<file path="src/rtl/m3inv_pkg.sv">
// Shared types and constants for the 3x3 adjugate matrix inverter.
// Used by every module of the block but the checker; depends on nothing.
package m3inv_pkg;

    localparam int ORDER     = 3;
    localparam int CELLS     = ORDER * ORDER;
    localparam int IN_WIDTH  = 16;
    localparam int FRAC_BITS = IN_WIDTH / 2;
    localparam int OUT_FRAC  = 16;
    localparam int SHIFT     = FRAC_BITS + OUT_FRAC;
    localparam int PROD_W    = 2 * IN_WIDTH;
    localparam int ADJ_W     = PROD_W + 1;
    localparam int DET_W     = ADJ_W + IN_WIDTH + 1;
    localparam int NUM_W     = ADJ_W + SHIFT;
    localparam int OUT_W     = 32;
    localparam int CNT_W     = 4;
    localparam int BIT_CNT_W = $clog2(NUM_W);
    localparam int Q_DEPTH   = 2;

    typedef logic [CELLS-1:0][IN_WIDTH-1:0] t_mat;

    typedef struct packed {
        logic full;
        logic empty;
    } t_q_stat;

    typedef enum logic [2:0] {
        ST_IDLE,
        ST_MUL,
        ST_SUB,
        ST_DET,
        ST_CHK,
        ST_DINIT,
        ST_DIV,
        ST_EMIT
    } t_bstate;

endpackage

</file>
<file path="src/rtl/m3inv_front.sv">
// Input side: collects nine elements of one matrix and pushes the whole matrix.
// Depends on m3inv_pkg.
module m3inv_front (
    input  logic              i_clk,
    input  logic              i_rst_n,
    input  logic              i_valid,
    output logic              o_ready,
    input  logic [15:0]       i_data,
    input  m3inv_pkg::t_q_stat i_q_stat,
    output logic              o_push,
    output m3inv_pkg::t_mat   o_mat
);
    import m3inv_pkg::*;

    logic [CNT_W-1:0]    r_cnt;
    logic [CNT_W-1:0]    n_cnt;
    logic [IN_WIDTH-1:0] r_store [CELLS-1];
    logic                last_elem;
    logic                accept;

    assign last_elem = (r_cnt == CNT_W'(CELLS - 1));
    assign o_ready   = !last_elem || !i_q_stat.full;
    assign accept    = i_valid && o_ready;
    assign o_push    = accept && last_elem;

    always_comb begin
        for (int k = 0; k < CELLS - 1; k++) begin
            o_mat[k] = r_store[k];
        end
        o_mat[CELLS-1] = i_data;
    end

    always_comb begin
        n_cnt = r_cnt;
        if (accept) begin
            n_cnt = last_elem ? '0 : r_cnt + 1'b1;
        end
    end

    always_ff @(posedge i_clk) begin
        if (!i_rst_n) begin
            r_cnt <= '0;
        end else begin
            r_cnt <= n_cnt;
        end
    end

    always_ff @(posedge i_clk) begin
        if (accept && !last_elem) begin
            r_store[r_cnt[CNT_W-2:0]] <= i_data;
        end
    end

endmodule

</file>
<file path="src/rtl/m3inv_queue.sv">
// Short queue of complete matrices between the collector and the compute engine.
// Depends on m3inv_pkg.
module m3inv_queue #(
    parameter int DEPTH = m3inv_pkg::Q_DEPTH
) (
    input  logic               i_clk,
    input  logic               i_rst_n,
    input  logic               i_push,
    input  m3inv_pkg::t_mat    i_mat,
    input  logic               i_pop,
    output m3inv_pkg::t_mat    o_mat,
    output m3inv_pkg::t_q_stat o_stat
);
    import m3inv_pkg::*;

    localparam int PTR_W = (DEPTH > 1) ? $clog2(DEPTH) : 1;

    t_mat             r_mem [DEPTH];
    logic [PTR_W-1:0] r_wptr;
    logic [PTR_W-1:0] r_rptr;
    logic [PTR_W:0]   r_cnt;

    assign o_stat.full  = (r_cnt == (PTR_W+1)'(DEPTH));
    assign o_stat.empty = (r_cnt == '0);
    assign o_mat        = r_mem[r_rptr];

    always_ff @(posedge i_clk) begin
        if (!i_rst_n) begin
            r_wptr <= '0;
            r_rptr <= '0;
            r_cnt  <= '0;
        end else begin
            if (i_push) begin
                r_wptr <= (r_wptr == PTR_W'(DEPTH - 1)) ? '0 : r_wptr + 1'b1;
            end
            if (i_pop) begin
                r_rptr <= (r_rptr == PTR_W'(DEPTH - 1)) ? '0 : r_rptr + 1'b1;
            end
            if (i_push && !i_pop) begin
                r_cnt <= r_cnt + 1'b1;
            end else if (i_pop && !i_push) begin
                r_cnt <= r_cnt - 1'b1;
            end
        end
    end

    always_ff @(posedge i_clk) begin
        if (i_push) begin
            r_mem[r_wptr] <= i_mat;
        end
    end

endmodule

</file>
<file path="src/rtl/m3inv_back.sv">
// Compute engine: minors, determinant, then one bit-serial division per entry.
// Depends on m3inv_pkg; drives the output register of the block.
module m3inv_back (
    input  logic               i_clk,
    input  logic               i_rst_n,
    input  m3inv_pkg::t_mat    i_mat,
    input  m3inv_pkg::t_q_stat i_q_stat,
    output logic               o_pop,
    output logic               o_valid,
    input  logic               i_ready,
    output logic [31:0]        o_data,
    output logic               o_singular,
    output logic               o_last
);
    import m3inv_pkg::*;

    t_bstate r_state, n_state;

    t_mat                  r_mat;
    logic [1:0]            r_i, r_j, r_c;
    logic signed [PROD_W-1:0] r_p1, r_p2;
    logic signed [ADJ_W-1:0]  r_adj [CELLS];
    logic signed [DET_W-1:0]  r_det;
    logic [DET_W-2:0]      r_dmag;
    logic [NUM_W-1:0]      r_num;
    logic [DET_W-1:0]      r_rem;
    logic [ADJ_W-1:0]      r_q;
    logic                  r_ovf, r_neg, r_sing;
    logic [BIT_CNT_W-1:0]  r_bits;
    logic                  r_ovalid, r_osing, r_olast;
    logic [OUT_W-1:0]      r_odata;

    // control strobes
    logic do_pop, do_load, last_pos, out_free, div_done;

    logic [CNT_W-1:0] k_idx;
    logic [1:0]       row0, row1, col0, col1;
    logic signed [ADJ_W-1:0]  diff, adj_sel;
    logic signed [DET_W-1:0]  det_term;
    logic [ADJ_W-1:0]      adj_mag;
    logic [DET_W-1:0]      trial;
    logic                  take;
    logic [ADJ_W-1:0]      mag_out;
    logic [OUT_W-1:0]      res_val;

    function automatic logic signed [IN_WIDTH-1:0] elem(t_mat m, logic [1:0] r, logic [1:0] c);
        logic [CNT_W-1:0] idx;
        idx = CNT_W'(r) * CNT_W'(ORDER) + CNT_W'(c);
        return m[idx];
    endfunction

    assign k_idx    = CNT_W'(r_i) * CNT_W'(ORDER) + CNT_W'(r_j);
    assign last_pos = (r_i == 2'(ORDER - 1)) && (r_j == 2'(ORDER - 1));
    assign out_free = !r_ovalid || i_ready;
    assign div_done = (r_bits == BIT_CNT_W'(NUM_W - 1));

    // adjugate (i,j) is the minor without row j and column i
    assign row0 = (r_j == 2'd0) ? 2'd1 : 2'd0;
    assign row1 = (r_j == 2'd2) ? 2'd1 : 2'd2;
    assign col0 = (r_i == 2'd0) ? 2'd1 : 2'd0;
    assign col1 = (r_i == 2'd2) ? 2'd1 : 2'd2;

    assign diff     = ADJ_W'(r_p1) - ADJ_W'(r_p2);
    assign adj_sel  = r_adj[k_idx];
    assign adj_mag  = adj_sel[ADJ_W-1] ? ADJ_W'(-adj_sel) : ADJ_W'(adj_sel);
    assign det_term = DET_W'(elem(r_mat, 2'd0, r_c) * r_adj[CNT_W'(r_c) * CNT_W'(ORDER)]);
    assign trial    = {r_rem[DET_W-2:0], r_num[NUM_W-1]};
    assign take     = (trial >= DET_W'(r_dmag));

    always_comb begin
        mag_out = r_ovf ? '1 : r_q;
        if (r_neg) begin
            res_val = (mag_out > ADJ_W'(33'h0_8000_0000)) ? 32'h8000_0000
                                                          : OUT_W'(-mag_out);
        end else begin
            res_val = (mag_out > ADJ_W'(33'h0_7FFF_FFFF)) ? 32'h7FFF_FFFF
                                                          : OUT_W'(mag_out);
        end
    end

    // next state
    always_comb begin
        n_state = r_state;
        unique case (r_state)
            ST_IDLE:  if (!i_q_stat.empty) n_state = ST_MUL;
            ST_MUL:   n_state = ST_SUB;
            ST_SUB:   n_state = last_pos ? ST_DET : ST_MUL;
            ST_DET:   if (r_c == 2'(ORDER - 1)) n_state = ST_CHK;
            ST_CHK:   n_state = (r_det == '0) ? ST_EMIT : ST_DINIT;
            ST_DINIT: n_state = ST_DIV;
            ST_DIV:   if (div_done) n_state = ST_EMIT;
            ST_EMIT: begin
                if (out_free) begin
                    n_state = (r_sing || last_pos) ? ST_IDLE : ST_DINIT;
                end
            end
            default:  n_state = ST_IDLE;
        endcase
    end

    // outputs of the state machine
    always_comb begin
        do_pop  = 1'b0;
        do_load = 1'b0;
        unique case (r_state)
            ST_IDLE: do_pop  = !i_q_stat.empty;
            ST_EMIT: do_load = out_free;
            default: ;
        endcase
    end

    assign o_pop      = do_pop;
    assign o_valid    = r_ovalid;
    assign o_data     = r_odata;
    assign o_singular = r_osing;
    assign o_last     = r_olast;

    always_ff @(posedge i_clk) begin
        if (!i_rst_n) begin
            r_state  <= ST_IDLE;
            r_ovalid <= 1'b0;
        end else begin
            r_state <= n_state;
            if (do_load) begin
                r_ovalid <= 1'b1;
            end else if (i_ready) begin
                r_ovalid <= 1'b0;
            end
        end
    end

    always_ff @(posedge i_clk) begin
        if (do_pop) begin
            r_mat <= i_mat;
            r_i   <= '0;
            r_j   <= '0;
            r_c   <= '0;
            r_det <= '0;
            r_sing <= 1'b0;
        end
        if (r_state == ST_MUL) begin
            r_p1 <= elem(r_mat, row0, col0) * elem(r_mat, row1, col1);
            r_p2 <= elem(r_mat, row0, col1) * elem(r_mat, row1, col0);
        end
        if (r_state == ST_SUB) begin
            r_adj[k_idx] <= (r_i[0] ^ r_j[0]) ? -diff : diff;
            if (r_j == 2'(ORDER - 1)) begin
                r_j <= '0;
                r_i <= last_pos ? '0 : r_i + 1'b1;
            end else begin
                r_j <= r_j + 1'b1;
            end
        end
        if (r_state == ST_DET) begin
            r_det <= r_det + det_term;
            r_c   <= r_c + 1'b1;
        end
        if (r_state == ST_CHK) begin
            r_sing <= (r_det == '0);
            r_dmag <= r_det[DET_W-1] ? (DET_W-1)'(-r_det) : (DET_W-1)'(r_det);
        end
        if (r_state == ST_DINIT) begin
            r_neg  <= adj_sel[ADJ_W-1] ^ r_det[DET_W-1];
            r_num  <= {adj_mag, SHIFT'(0)};
            r_rem  <= '0;
            r_q    <= '0;
            r_ovf  <= 1'b0;
            r_bits <= '0;
        end
        if (r_state == ST_DIV) begin
            r_rem  <= take ? trial - DET_W'(r_dmag) : trial;
            r_num  <= {r_num[NUM_W-2:0], 1'b0};
            r_q    <= {r_q[ADJ_W-2:0], take};
            r_ovf  <= r_ovf | r_q[ADJ_W-1];
            r_bits <= r_bits + 1'b1;
        end
        if (do_load) begin
            r_odata <= r_sing ? '0 : res_val;
            r_osing <= r_sing;
            r_olast <= r_sing || last_pos;
            if (!r_sing) begin
                if (r_j == 2'(ORDER - 1)) begin
                    r_j <= '0;
                    r_i <= r_i + 1'b1;
                end else begin
                    r_j <= r_j + 1'b1;
                end
            end
        end
    end

endmodule

</file>
<file path="src/rtl/matrix3_inverse_adjugate_top.sv">
// Top level of the 3x3 matrix inverter by adjugate and fixed-point division.
// Depends on m3inv_pkg, m3inv_front, m3inv_queue and m3inv_back.
//
//   channel   | dir | tdata                       | tuser    | tlast
//   s_axis    | in  | [15:0] matrix_element Q8.8  | -        | -
//   m_axis    | out | [31:0] inverse_element Q16.16 | singular | last
//
// Input elements are taken one per cycle, the last of a matrix only while the queue
// is not full; a full matrix waits in a two-deep queue. Per matrix: a pop, minors,
// determinant, a check, then per entry a setup, one-bit-per-cycle division and an
// emit; the shared divider sets the rate. A singular matrix emits one result.
// Reset is synchronous and clears counters, queue pointers and output valid.
// Output stalls hold the engine; input stalls only while the queue is full.
module matrix3_inverse_adjugate_top #(
    parameter int QUEUE_DEPTH = m3inv_pkg::Q_DEPTH
) (
    input  logic        i_clk,
    input  logic        i_rst_n,
    input  logic        i_s_axis_tvalid,
    output logic        o_s_axis_tready,
    input  logic [15:0] i_s_axis_tdata,   // [15:0] matrix_element
    output logic        o_m_axis_tvalid,
    input  logic        i_m_axis_tready,
    output logic [31:0] o_m_axis_tdata,   // [31:0] inverse_element
    output logic        o_m_axis_tuser,   // [0] singular
    output logic        o_m_axis_tlast
);
    import m3inv_pkg::*;

    t_mat    w_push_mat, w_head_mat;
    t_q_stat w_q_stat;
    logic    w_push, w_pop;

    m3inv_front u_front (
        .i_clk    (i_clk),
        .i_rst_n  (i_rst_n),
        .i_valid  (i_s_axis_tvalid),
        .o_ready  (o_s_axis_tready),
        .i_data   (i_s_axis_tdata),
        .i_q_stat (w_q_stat),
        .o_push   (w_push),
        .o_mat    (w_push_mat)
    );

    m3inv_queue #(
        .DEPTH (QUEUE_DEPTH)
    ) u_queue (
        .i_clk   (i_clk),
        .i_rst_n (i_rst_n),
        .i_push  (w_push),
        .i_mat   (w_push_mat),
        .i_pop   (w_pop),
        .o_mat   (w_head_mat),
        .o_stat  (w_q_stat)
    );

    m3inv_back u_back (
        .i_clk      (i_clk),
        .i_rst_n    (i_rst_n),
        .i_mat      (w_head_mat),
        .i_q_stat   (w_q_stat),
        .o_pop      (w_pop),
        .o_valid    (o_m_axis_tvalid),
        .i_ready    (i_m_axis_tready),
        .o_data     (o_m_axis_tdata),
        .o_singular (o_m_axis_tuser),
        .o_last     (o_m_axis_tlast)
    );

endmodule

</file>
<file path="config.mk">
export PLATFORM = sky130hd
export DESIGN_NAME = matrix3_inverse_adjugate_top
export DESIGN_NICKNAME = d
export VERILOG_FILES = /design/src/rtl/m3inv_pkg.sv /design/src/rtl/m3inv_front.sv /design/src/rtl/m3inv_queue.sv /design/src/rtl/m3inv_back.sv /design/src/rtl/matrix3_inverse_adjugate_top.sv
export SDC_FILE = /design/constraint.sdc
export NUM_CORES = 2
export LEC_CHECK = 0
export BUFFER_PORTS_ARGS = -buffer_cell sky130_fd_sc_hd__buf_2
export CORE_MARGIN = 5
export CORE_UTILIZATION = 42
export DETAILED_ROUTE_END_ITERATION = 8
export SETUP_SLACK_MARGIN = 0.4
export SYNTH_ARGS = -nofsm -noshare
export SYNTH_HDL_FRONTEND = slang
export SYNTH_SLANG_ARGS = --single-unit
</file>
<file path="constraint.sdc">
create_clock -name i_clk -period 10.9 [get_ports i_clk]
set_input_delay 1.09 -clock i_clk [delete_from_list [all_inputs] [get_ports i_clk]]
set_output_delay 1.09 -clock i_clk [all_outputs]
set_load 0.005 [all_outputs]
</file>
==> metrics.md <==
| Metric | Value |
|---|---|
| Status | `complete, but fails checks` |
| Violated checks | `capacitance limit, slew limit` |
| Worst slew pin tran | `1.52 ns` |
| Die Y | `486 µm` |
| Syn_area_per_cell | `between 10 and 15 µm²` |
| Number of buffers on the longest clock path | `3` |
| Met2 usage | `0.359` |
| Routability cong. | `~0.94` |
| Yosys synthesis warning count | `0` |
| Antenna violations before repair | `3` |
| Vias after detailed routing | `~64000` |
| Core Area | `0.225 mm²` |
| Inserted Clock Buffers | `about 130` |
| CP bufs+invs | `7` |
| Sequential-to-total area share from yosys stat | `0.375` |
| Cell Area, Synth | `between 0.09 and 0.1 mm²` |
| CTS tree | `done` |
| First-pass GRT wire length | `slightly above 400 mm` |
| Clock Pin Slew Worst Setup and Hold Paths | `0.07 ns` |
| Hold Path Cell Cnt | `0` |
| Hold EP | `u_queue.r_mem[0][71]` |
| Cells after Synth | `approximately 8400` |
| Total gr overflow | `0` |
| Finished Layout Cells | `about 12000` |
| Worst R2R End | `u_back.r_p1[31]` |
| Min Tclk post-route | `9.79 ns` |
| Area Growth Syn to Fin | `9.12%` |
| Endpoints failing setup | `0` |
| MaxCap Viol Count | `1` |
| Core Rows | `roughly 170` |
| Hold Vio Cnt, Final | `0` |
| Slew Limit Fails | `14` |
| Residual DRC | `0` |
| Delay-heaviest family, CP | `adder cells` |
| Delay of the slowest critical-path stage | `between 1 and 1.5 ns` |
| Synth cell types | `90` |
| Nets@finish | `just under 10000` |
| Hold buffers post-CTS | `0` |
| Initial Util | `0.423` |
| Placed insts | `11300` |
| Worst path required time | `11.42 ns` |
| Layout cells sized above 1 | `0.102` |
| Synth Register Bits | `roughly 1200` |
| Worst Skew | `about 0.059 ns` |
| Period utilisation layout | `0.898` |
| Syn Nets | `between 9000 and 10000` |
| Worst Hold Launch | `u_front.r_store[4][7]` |
| Arrival time at the worst endpoint | `roughly 10 ns` |
| R2r startpoint | `u_back.r_j[1]` |
| Ports | `56` |
| Vias/cell | `about 5.5` |
| Final core utilization | `0.462` |
| TNS Setup | `0 ns` |
| Met1 Use GR | `0.305` |
| Die ar. | `roughly 0.24 mm²` |
| Drt initial violations | `around 5400` |
| H-tree lvl count | `4` |
| Endpoint type of the worst setup path | `flip-flop` |
| Hold slack | `0.419 ns` |
| RSZ-0062 raised after global routing | `no` |
| Fmax | `slightly above 100 MHz` |
| Reg2Reg Depth | `29` |
| Gr busiest metal | `met2` |
| Crit path max fanout | `21` |
| Slew Limit Headroom | `-0.0190` |
| Pre-Repair DR Iteration Count | `7` |
| Clock tree sinks | `between 1000 and 1500` |
| Post-synth ARST share | `0` |
| Largest net degree at the start of global routing | `90` |
| # resized after CTS | `0` |
| CTS root buffer | `clkbuf_16` |
| Postcts setup bufs | `0` |
| Crit-path slowest cell | `o21ai_1` |
| ANT nets after route | `0` |
| Port bufs | `55` |
| GR Util All Layers | `0.223` |
| Ys flop type | `edfxtp_1` |
| Grt met3 use | `0.0422` |
| Worst-Skew Late Latency | `around 0.82 ns` |
| Vias in the first global route | `66500` |
| WL per Instance | `approximately 23 µm` |
| Hold crit path type | `reg -> reg` |
| CP Launch Type | `flip-flop` |
| Die Wd | `roughly 500 µm` |
| Final WL | `262 mm` |
| Dpl hpwl | `200 mm` |
| EDFF count, synth | `1180` |
| R2R Setup Slk | `~1.1 ns` |
| Worst Setup Path Type | `reg -> reg` |
## kinds of logic (layout without fill, tap and decap cells)
group                    count (synthesis)  in the layout  share of synthesized area
buffers and inverters                 1639           1756                     0.0646
XOR/XNOR                               288            288                     0.0265
AO/OA/AOI/OAI                         1097           1097                     0.0730
flip-flops                            1196           1196                      0.375
AND/OR/NAND/NOR                       2242           2242                      0.106
multiplexers                           474            474                     0.0748
adder cells (fa/ha/maj)               1483           1483                      0.280
other                                    0              4                          0
## worst max-delay path by stage
stage	from	end	cells past startpoint
floorplan	u_back.r_c[0]	u_back.r_det[44]	33
global placement	u_back.r_j[1]	u_back.r_p1[31]	29
detailed placement	u_back.r_j[1]	u_back.r_p1[31]	29
CTS	u_back.r_j[1]	u_back.r_p1[31]	29
global route	u_back.r_j[1]	u_back.r_p1[31]	29
finish	u_back.r_j[1]	u_back.r_p1[31]	29
## state kept, by name, indices dropped and copies added (netlist names), 33 cells and up
signal and count:
u_back.r_rem 49, u_back.r_dmag 49, u_back.r_num 33, u_back.r_mat 144, u_back.r_q 33, u_front.r_store 128, u_back.r_adj 297, u_queue.r_mem 288
u_back.r_det 50
## layer usage
layer	share of wire	routed length, µm
met4	0.034	8980
met2	0.47	123000
met5	0	0
met1	0.42	111000
met3	0.074	19400
## area by class of cell
cell class / count / area [µm²]
fill: 20600 / 121000
multi-input combinational: 5584 / 53700
sequential: 1196 / 35800
inverter: 1299 / 4880
tap: 2992 / 3740
clock buffer: 160 / 3480
timing repair buffer: 213 / 1470
clock inverter: 84 / 971
antenna: 4 / 10.0
## layout by cell type, fill, tap and decap left out, drive strengths merged, types with 14 or more instances in the layout
cell type,Yosys,final
and2,121,121
buf,52,213
a21o,107,107
a31oi,31,31
nand3,112,112
edfxtp,1180,1180
or2,24,24
dfxtp,16,16
ha,400,400
nor2b,73,73
inv,1297,1306
o21a,87,87
nor3,88,88
nor4,33,33
mux4,173,173
nand2b,71,71
o21bai,26,26
a211o,16,16
o22ai,19,19
or3,34,34
o21ai,297,297
clkbuf,288,160
a211oi,37,37
fa,1083,1083
o41ai,19,19
nor3b,17,17
mux2i,122,122
mux2,179,179
nand2,846,846
clkinv,2,59
o211ai,26,26
xnor2,196,196
nand4,35,35
or4,19,19
a21oi,292,292
nor2,705,705
o31ai,18,18
and3,24,24
xor2,92,92
o221ai,14,14
## through the flow
| step | instance area (µm²) | setup slack, ns |
|---|---|---|
| floorplan | 95300 | 1.02 |
| global placement | 99500 | 1.34 |
| detailed placement | 99500 | 1.23 |
| CTS | 104000 | 1.18 |
| global route | 104000 | 0.745 |
| finish | 104000 | 1.11 |
## synth_stat cells, types with 71 or more instances
| cell | number | area [µm²] |
|---|---|---|
| a21o_1 | 107 | 803 |
| a21oi_1 | 292 | 1460 |
| and2_1 | 121 | 757 |
| clkbuf_1 | 288 | 1080 |
| edfxtp_1 | 1180 | 35400 |
| fa_1 | 1083 | 21700 |
| ha_1 | 400 | 5000 |
| inv_1 | 1297 | 4870 |
| mux2_2 | 179 | 2020 |
| mux2i_1 | 122 | 1220 |
| mux4_2 | 173 | 3900 |
| nand2_1 | 846 | 3180 |
| nand2b_1 | 71 | 444 |
| nand3_1 | 111 | 556 |
| nor2_1 | 705 | 2650 |
| nor2b_1 | 73 | 457 |
| nor3_1 | 87 | 435 |
| o21a_1 | 87 | 653 |
| o21ai_0 | 243 | 1220 |
| xnor2_1 | 196 | 1720 |
| xor2_1 | 92 | 806 |
## worst register-to-register path: cells and delay by family, from the launching register on
kind | cells | cell delay, ns
flops | 1 | 0.51
xor+xnor | 1 | 0.15
buf+inv | 7 | 1.33
simple gates | 5 | 0.91
fa+ha+maj | 8 | 3.86
mux | 2 | 0.37
compound gates | 6 | 2.36
Power is left out: the tool's default activity adds up to more than one toggle a clock period on the data nets, which glitch-free logic cannot reach.
